File: src/sv/tce_pkg.sv
package tce_pkg;

    localparam int SCREEN_COLUMNS = 80;
    localparam int SCREEN_ROWS    = 25;

    localparam int CHAR_W   = 8;
    localparam int COLOR_W  = 8;
    localparam int ROW_W    = 5;
    localparam int COL_W    = 7;
    localparam int ADDR_W   = 11;
    localparam int DATA_W   = 16;
    localparam int IDX_W    = 1;
    localparam int CFG_W    = 8;
    localparam int OUT_W    = 40;

    // Register indexes on the configuration port.
    localparam logic [IDX_W-1:0] REG_TEXT_COLOR     = 1'd0;
    localparam logic [IDX_W-1:0] REG_WINDOW_TOP_ROW = 1'd1;

    localparam logic [CHAR_W-1:0] CODE_NUL       = 8'h00;
    localparam logic [CHAR_W-1:0] CODE_BACKSPACE = 8'h08;
    localparam logic [CHAR_W-1:0] CODE_TAB       = 8'h09;
    localparam logic [CHAR_W-1:0] CODE_LINEFEED  = 8'h0A;
    localparam logic [CHAR_W-1:0] CODE_RETURN    = 8'h0D;
    localparam logic [CHAR_W-1:0] CODE_SPACE     = 8'h20;

    localparam logic [COLOR_W-1:0] TEXT_COLOR_RESET = 8'd7;
    localparam logic [ROW_W-1:0]   WINDOW_TOP_RESET = 5'd2;

    typedef struct packed {
        logic              cell_write;
        logic [ADDR_W-1:0] cell_address;
        logic [DATA_W-1:0] cell_data;
        logic              clear_window_request;
        logic [ADDR_W-1:0] cursor_position;
    } result_t;

    typedef struct packed {
        logic [ROW_W-1:0] row;
        logic [COL_W-1:0] col;
    } cursor_t;

    // Linear cell index row * SCREEN_COLUMNS + column, kept to the address width.
    function automatic logic [ADDR_W-1:0] linear_index(input logic [ROW_W-1:0] row,
                                                       input logic [COL_W-1:0] col);
        logic [ADDR_W:0] sum;
        begin
            sum = (ADDR_W+1)'(row) * (ADDR_W+1)'(SCREEN_COLUMNS) + (ADDR_W+1)'(col);
            return sum[ADDR_W-1:0];
        end
    endfunction

endpackage

File: src/sv/tce_step.sv
module tce_step
(
    input  logic [tce_pkg::CHAR_W-1:0]  char_code,
    input  tce_pkg::cursor_t            cursor,
    input  logic [tce_pkg::COLOR_W-1:0] text_color,
    input  logic [tce_pkg::ROW_W-1:0]   window_top_row,
    output tce_pkg::cursor_t            cursor_next,
    output tce_pkg::result_t            result
);

    logic                        clear;
    logic [tce_pkg::ROW_W-1:0]   top_sat;
    logic [tce_pkg::ROW_W-1:0]   row0;
    logic [tce_pkg::COL_W-1:0]   col0;
    logic [tce_pkg::ROW_W-1:0]   row_adv;
    logic [tce_pkg::COL_W:0]     tab_col;
    logic [tce_pkg::COL_W:0]     inc_col;
    logic [tce_pkg::ROW_W-1:0]   row_n;
    logic [tce_pkg::COL_W-1:0]   col_n;

    always_comb
    begin
        top_sat = (window_top_row >= tce_pkg::ROW_W'(tce_pkg::SCREEN_ROWS))
                ? tce_pkg::ROW_W'(tce_pkg::SCREEN_ROWS - 1) : window_top_row;
        clear   = (cursor.row >= tce_pkg::ROW_W'(tce_pkg::SCREEN_ROWS));
        row0    = clear ? top_sat : cursor.row;
        col0    = (cursor.col >= tce_pkg::COL_W'(tce_pkg::SCREEN_COLUMNS))
                ? tce_pkg::COL_W'(tce_pkg::SCREEN_COLUMNS - 1) : cursor.col;
        row_adv = (row0 < tce_pkg::ROW_W'(tce_pkg::SCREEN_ROWS)) ? row0 + 1'b1 : row0;

        // Tab rounds up to the next multiple of eight.
        tab_col = ({1'b0, col0} + (tce_pkg::COL_W+1)'(8)) & ~(tce_pkg::COL_W+1)'(7);
        inc_col = {1'b0, col0} + 1'b1;

        row_n = row0;
        col_n = col0;
        result.cell_write   = 1'b0;
        result.cell_address = '0;
        result.cell_data    = '0;

        priority if (char_code == tce_pkg::CODE_BACKSPACE && col0 != '0)
        begin
            col_n = col0 - 1'b1;
            result.cell_write   = 1'b1;
            result.cell_address = tce_pkg::linear_index(row0, col_n);
            result.cell_data    = {text_color, tce_pkg::CODE_SPACE};
        end
        else if (char_code == tce_pkg::CODE_RETURN)
        begin
            col_n = '0;
        end
        else if (char_code == tce_pkg::CODE_TAB)
        begin
            if (tab_col >= (tce_pkg::COL_W+1)'(tce_pkg::SCREEN_COLUMNS))
            begin
                row_n = row_adv;
                col_n = '0;
            end
            else
            begin
                col_n = tab_col[tce_pkg::COL_W-1:0];
            end
        end
        else if (char_code == tce_pkg::CODE_LINEFEED)
        begin
            row_n = row_adv;
            col_n = '0;
        end
        else if (char_code != tce_pkg::CODE_NUL)
        begin
            result.cell_write   = 1'b1;
            result.cell_address = tce_pkg::linear_index(row0, col0);
            result.cell_data    = {text_color, char_code};
            if (inc_col >= (tce_pkg::COL_W+1)'(tce_pkg::SCREEN_COLUMNS))
            begin
                row_n = row_adv;
                col_n = '0;
            end
            else
            begin
                col_n = inc_col[tce_pkg::COL_W-1:0];
            end
        end
        else
        begin
            // A zero byte writes nothing; the cursor stays where it is, or at the window top row after a clear.
            col_n = col0;
        end

        result.clear_window_request = clear;
        result.cursor_position      = tce_pkg::linear_index(row_n, col_n);
        cursor_next.row = row_n;
        cursor_next.col = col_n;
    end

endmodule

File: src/sv/text_console_char_engine.sv
// Channel   Direction  Item
// s_*       in         one character byte
// m_*       out        cell write, clear request and cursor position
// cfg_*     in         register write: 0 text_color, 1 window_top_row
//
// An accepted item is registered in the input register, moves on to the result register
// and leaves from there; one item is accepted every cycle while m_tready does not hold
// the result. The cursor is updated as an item moves from the input register
// to the result register, so the cursor update logic sets the cycle time.
// Reset clears the cursor to row 0, column 0 and loads the register defaults.
// A stall on m_tready holds the result; the input register keeps taking one more item.
module text_console_char_engine
(
    input  logic                        clk,
    input  logic                        rst_n,
    input  logic                        s_tvalid,
    output logic                        s_tready,
    input  logic [tce_pkg::CHAR_W-1:0]  s_tdata,   // [7:0] char_code
    output logic                        m_tvalid,
    input  logic                        m_tready,
    // [0] cell_write, [11:1] cell_address, [27:12] cell_data,
    // [28] clear_window_request, [39:29] cursor_position
    output logic [tce_pkg::OUT_W-1:0]   m_tdata,
    input  logic                        cfg_we,
    input  logic [tce_pkg::IDX_W-1:0]   cfg_index,
    input  logic [tce_pkg::CFG_W-1:0]   cfg_data
);

    logic                        in_valid_reg;
    logic [tce_pkg::CHAR_W-1:0]  in_char_reg;
    logic                        out_valid_reg;
    tce_pkg::result_t            out_result_reg;
    tce_pkg::cursor_t            cursor_reg;
    tce_pkg::cursor_t            cursor_next;
    tce_pkg::result_t            result_next;
    logic [tce_pkg::COLOR_W-1:0] text_color_reg;
    logic [tce_pkg::ROW_W-1:0]   window_top_reg;
    logic                        in_accept;
    logic                        out_load;

    assign out_load  = in_valid_reg && (!out_valid_reg || m_tready);
    assign s_tready  = !in_valid_reg || out_load;
    assign in_accept = s_tvalid && s_tready;

    tce_step u_step
    (
        .char_code      (in_char_reg),
        .cursor         (cursor_reg),
        .text_color     (text_color_reg),
        .window_top_row (window_top_reg),
        .cursor_next    (cursor_next),
        .result         (result_next)
    );

    always_ff @(posedge clk or negedge rst_n)
    begin
        if (!rst_n)
        begin
            in_valid_reg   <= 1'b0;
            out_valid_reg  <= 1'b0;
            cursor_reg     <= '0;
            text_color_reg <= tce_pkg::TEXT_COLOR_RESET;
            window_top_reg <= tce_pkg::WINDOW_TOP_RESET;
        end
        else
        begin
            if (in_accept)
                in_valid_reg <= 1'b1;
            else if (out_load)
                in_valid_reg <= 1'b0;

            if (out_load)
                out_valid_reg <= 1'b1;
            else if (m_tready)
                out_valid_reg <= 1'b0;

            if (out_load)
                cursor_reg <= cursor_next;

            if (cfg_we)
            begin
                unique case (cfg_index)
                    tce_pkg::REG_TEXT_COLOR:     text_color_reg <= cfg_data;
                    tce_pkg::REG_WINDOW_TOP_ROW: window_top_reg <= cfg_data[tce_pkg::ROW_W-1:0];
                    default:                     text_color_reg <= text_color_reg;
                endcase
            end
        end
    end

    always_ff @(posedge clk)
    begin
        if (in_accept)
            in_char_reg <= s_tdata;
        if (out_load)
            out_result_reg <= result_next;
    end

    assign m_tvalid = out_valid_reg;
    assign m_tdata  = {out_result_reg.cursor_position,
                       out_result_reg.clear_window_request,
                       out_result_reg.cell_data,
                       out_result_reg.cell_address,
                       out_result_reg.cell_write};

`ifndef SYNTHESIS
    // A result without a cell write carries zero address and data.
    a_idle_fields_zero: assert property (@(posedge clk) disable iff (!rst_n)
        out_valid_reg && !out_result_reg.cell_write
        |-> out_result_reg.cell_address == '0 && out_result_reg.cell_data == '0)
        else $error("cell fields not zero without a cell write");

    a_row_range: assert property (@(posedge clk) disable iff (!rst_n)
        cursor_reg.row <= tce_pkg::ROW_W'(tce_pkg::SCREEN_ROWS))
        else $error("cursor row beyond screen bottom");

    a_col_range: assert property (@(posedge clk) disable iff (!rst_n)
        cursor_reg.col < tce_pkg::COL_W'(tce_pkg::SCREEN_COLUMNS))
        else $error("cursor column beyond screen width");

    // The cursor only moves when an item passes into the result register.
    a_cursor_hold: assert property (@(posedge clk) disable iff (!rst_n)
        !out_load |=> $stable(cursor_reg))
        else $error("cursor changed without an item");

    a_in_hold: assert property (@(posedge clk) disable iff (!rst_n)
        in_valid_reg && !out_load |=> in_valid_reg && $stable(in_char_reg))
        else $error("stalled input item lost");
`endif

endmodule

File: config.mk
export PLATFORM = sky130hd
export DESIGN_NAME = text_console_char_engine
export DESIGN_NICKNAME = d
export VERILOG_FILES = /design/src/sv/tce_pkg.sv /design/src/sv/tce_step.sv /design/src/sv/text_console_char_engine.sv
export SDC_FILE = /design/constraint.sdc
export NUM_CORES = 1
export LEC_CHECK = 0
export BUFFER_PORTS_ARGS = -buffer_cell sky130_fd_sc_hd__buf_2
export CAP_MARGIN = 20
export CORE_ASPECT_RATIO = 0.75
export CORE_MARGIN = 2
export CORE_UTILIZATION = 55
export CTS_CLUSTER_SIZE = 30
export DETAILED_ROUTE_END_ITERATION = 12
export GPL_TIMING_DRIVEN = 0
export PLACE_DENSITY = 0.77
export SLEW_MARGIN = 20
export SYNTH_ARGS = -nofsm -noshare
export SYNTH_HDL_FRONTEND = slang
export SYNTH_HIERARCHICAL = 1
export SYNTH_SLANG_ARGS = --single-unit
File: constraint.sdc
create_clock -name clk -period 5.65 [get_ports clk]
set_clock_uncertainty 0.1 [all_clocks]
set_input_delay 0.8475 -clock clk [delete_from_list [all_inputs] [get_ports clk]]
set_output_delay 0.8475 -clock clk [all_outputs]
set_load 0.01 [all_outputs]
==> impl_metrics.env <==
export IMPL_status="complete, no violations"
export IMPL_synth_edf_count=48
export IMPL_maxSlewViolCount=0
export IMPL_yosysTopAreaCell="edfxtp_1"
export IMPL_ir_drop_v=0.0002469
export IMPL_first_pass_iters=6
export IMPL_place_area_um2=5042
export IMPL_p_switching_uw=647.8
export IMPL_setup_tns_ns=0
export IMPL_ys_flop_type="edfxtp_1"
export IMPL_die_h_um=82.93
export IMPL_syn_nets=450
export IMPL_area_growth_pct=15.17
export IMPL_start_util_pct=57.19
export IMPL_cts_htree_levels=3
export IMPL_num_io_pins=64
export IMPL_io_buffers=63
export IMPL_drt_wl_total_um=9431
export IMPL_wl_per_cell_um=16.26
export IMPL_p_seq_share_pct=39.8
export IMPL_coreArea_um2=7988
export IMPL_grtUsageTotal_pct=21.56
export IMPL_gp_congestion=0.8689
export IMPL_grt_overflow_total=0
export IMPL_grt_pass1_vias=3104
export IMPL_critPathCaptureType="register"
export IMPL_grt_max_degree=28
export IMPL_p_clk_share_pct=23.6
export IMPL_drt_iter0_drc=273
export IMPL_swShare_pct=33.55
export IMPL_yosys_warnings=6
export IMPL_rsz0062_at_grt="false"
export IMPL_power_density_nw_per_um2=367.0
export IMPL_cts_hold_fix_buffers=0
export IMPL_post_cts_buffers=0
export IMPL_synth_most_common_cell="edfxtp_1"
export IMPL_synth_area_top_cells="edfxtp_1 32%, dfrtp_1 13%, ha_1 7.7%"
export IMPL_hold_violations=0
export IMPL_syn_area_um2=4568
export IMPL_avgSynthCellArea_um2=11.56
export IMPL_cts_tree="yes"
export IMPL_drtAntennaViolNets=0
export IMPL_met2_length_um=4021
export IMPL_vias=3325
export IMPL_max_cap_viol_count=0
export IMPL_grt_pass1_wl_um=15140
export IMPL_cts_made_buffers=9
export IMPL_drive_gt1_share_pct=29.47
export IMPL_die_width_um=109.2
export IMPL_synthArstFlopShare_pct=36.00
export IMPL_period_share_pct=92.06
export IMPL_routed_top_layer="met4"
export IMPL_start_kind="register"
export IMPL_intPower_mw=1.283
export IMPL_insertion_delay_ns=0.35
export IMPL_root_buffer="clkbuf_8"
export IMPL_setup_violations=0
export IMPL_fill_cells=620
export IMPL_synth_ff_latch_count=75
export IMPL_clockBufferDepth=2
export IMPL_synth_seq_area_share_pct=46.45
export IMPL_cp_required_ns=5.66
export IMPL_synth_cells=395
export IMPL_cp_max_fo=8
export IMPL_p_leak_nw=2.349
export IMPL_netlist_area_leader_share_pct=31.55
export IMPL_worstReg2RegStart="cursor_reg[4]"
export IMPL_worstSetupPathType="register to register"
export IMPL_antenna_cells=0
export IMPL_die_area_um2=9058
export IMPL_final_nets=525
export IMPL_setup_worst_path_start="cursor_reg[4]"
export IMPL_max_slew_margin_pct=45.09
export IMPL_stdcell_area_um2=5261
export IMPL_arrival_ns=5.21
export IMPL_wl_met3_um=786
export IMPL_drt_met1_wl_um=4543
export IMPL_yosys_top_cells_count="48 x edfxtp_1, 28 x ha_1, 25 x nand2_1"
export IMPL_routed_via_density=5.733
export IMPL_finalCriticalPeriod_ns=5.201
export IMPL_combPwrFrac_pct=36.6
export IMPL_largest_reg_flops=40
export IMPL_fmax_mhz=192.3
export IMPL_antenna_found_initial=0
export IMPL_place_hpwl_um=7004
export IMPL_clkTransAtPathRegs_ns=0.08
export IMPL_worst_slew_pin_slew_ns=0.8161
export IMPL_cts_sinks=75
export IMPL_synthDistinctLibCells=68
export IMPL_drc=0
export IMPL_rows=28
export IMPL_hold_path_class="input pin to asynchronous set/reset pin"
export IMPL_utilization_pct=65.87
kinds of logic (layout without fill, tap and decap cells):
| kind of cell | count (synthesis) | after routing | share of synthesized area, % |
|---|---|---|---|
| AND/OR/NAND/NOR | 99 | 99 | 11.97 |
| AO/OA/AOI/OAI | 90 | 90 | 13.59 |
| flip-flops | 75 | 75 | 46.45 |
| buffers and inverters | 45 | 125 | 5.697 |
| adder cells (fa/ha/maj) | 33 | 33 | 9.860 |
| multiplexers | 30 | 30 | 8.025 |
| XOR/XNOR | 23 | 23 | 4.410 |
path summary, 6_finish.rpt:
kind | depth (start not counted) | slack, ns | end
max in group asynchronous | 1 | 4.63 | in_valid_reg
worst max register to register | 19 | 0.45 | m_tdata[39]
worst max-delay path | 19 | 0.45 | m_tdata[39]
worst min-delay path | 1 | 0.40 | text_color_reg[5]
worst min register to register | 1 | 0.42 | text_color_reg[7]
min in group clk | 1 | 0.42 | text_color_reg[7]
through the flow:
stage	power [mW]	setup WS, ns	hold WS [ns]	std cells
floorplan	1.281	0.9988	0.3720	395
global placement	1.450	0.4719	0.3811	563
detailed placement	1.469	0.3799	0.3911	564
CTS	1.929	0.3487	0.4099	580
global route	2.048	0.01700	0.4330	580
finish	1.931	0.4487	0.3994	580
critical path, stage by stage, from the launching register on:
cell	delay [ns]
dfrtp_1	0.39
clkbuf_2	0.18
o21a_1	0.26
nor2_1	0.31
inv_1	0.09
ha_1	0.25
and3_1	0.21
a221oi_1	0.43
o31a_2	0.30
o211ai_1	0.13
xnor2_1	0.34
ha_1	0.30
ha_1	0.22
fa_1	0.54
nand2_1	0.08
o21bai_1	0.21
a21o_1	0.18
a32oi_1	0.15
o211ai_1	0.13
xor2_1	0.16
timing repair:
item | 4_1_cts | 5_1_grt
gates resized for setup | 0 | 2
hold endpoints to repair | 0 | 0
setup endpoints to repair | 0 | 1
metal layers:
metal / vias up / global-route usage (%)
li1: 1598 / -
met1: 1569 / 32.14
met3: 12 / 6.907
met2: 146 / 30.38
met5: - / 0
met4: 0 / 5.524
final cells by class:
cell class | count | area, µm² | area share [%]
well taps | 105 | 131.4 | 2.497
inverters | 22 | 82.58 | 1.570
clock buffers | 10 | 127.6 | 2.426
multi-input cells | 275 | 2188 | 41.59
repair buffers | 64 | 342.8 | 6.516
flip-flops and latches | 75 | 2122 | 40.33
clock inverters | 6 | 88.84 | 1.688
plain buffers | 23 | 177.7 | 3.377
power groups by stage:
stage	clock network, mW	logic, mW	registers [mW]
2_1_floorplan	0	0.487	0.794
3_3_place_gp	0	0.674	0.776
3_5_place_dp	0	0.691	0.778
4_1_cts	0.461	0.700	0.768
5_1_grt	0.485	0.782	0.781
6_report	0.455	0.707	0.769
layout by cell type (no fill, tap or decap), types with 5 or more instances in the layout:
cell	count
buf_2	65
edfxtp_1	48
ha_1	28
nand2_1	25
dfrtp_1	23
inv_1	21
mux2_2	17
o21ai_0	17
a21oi_1	17
xnor2_1	16
and2_1	13
clkbuf_8	12
nor2_1	11
mux2_4	9
clkbuf_1	8
a31oi_1	8
a21o_1	8
xor2_1	7
nor2b_1	6
nand2b_1	6
nor3_1	6
nand3_1	6
fa_1	5
buf_4	5
No activity file was read; power rests on OpenSTA's default activity.
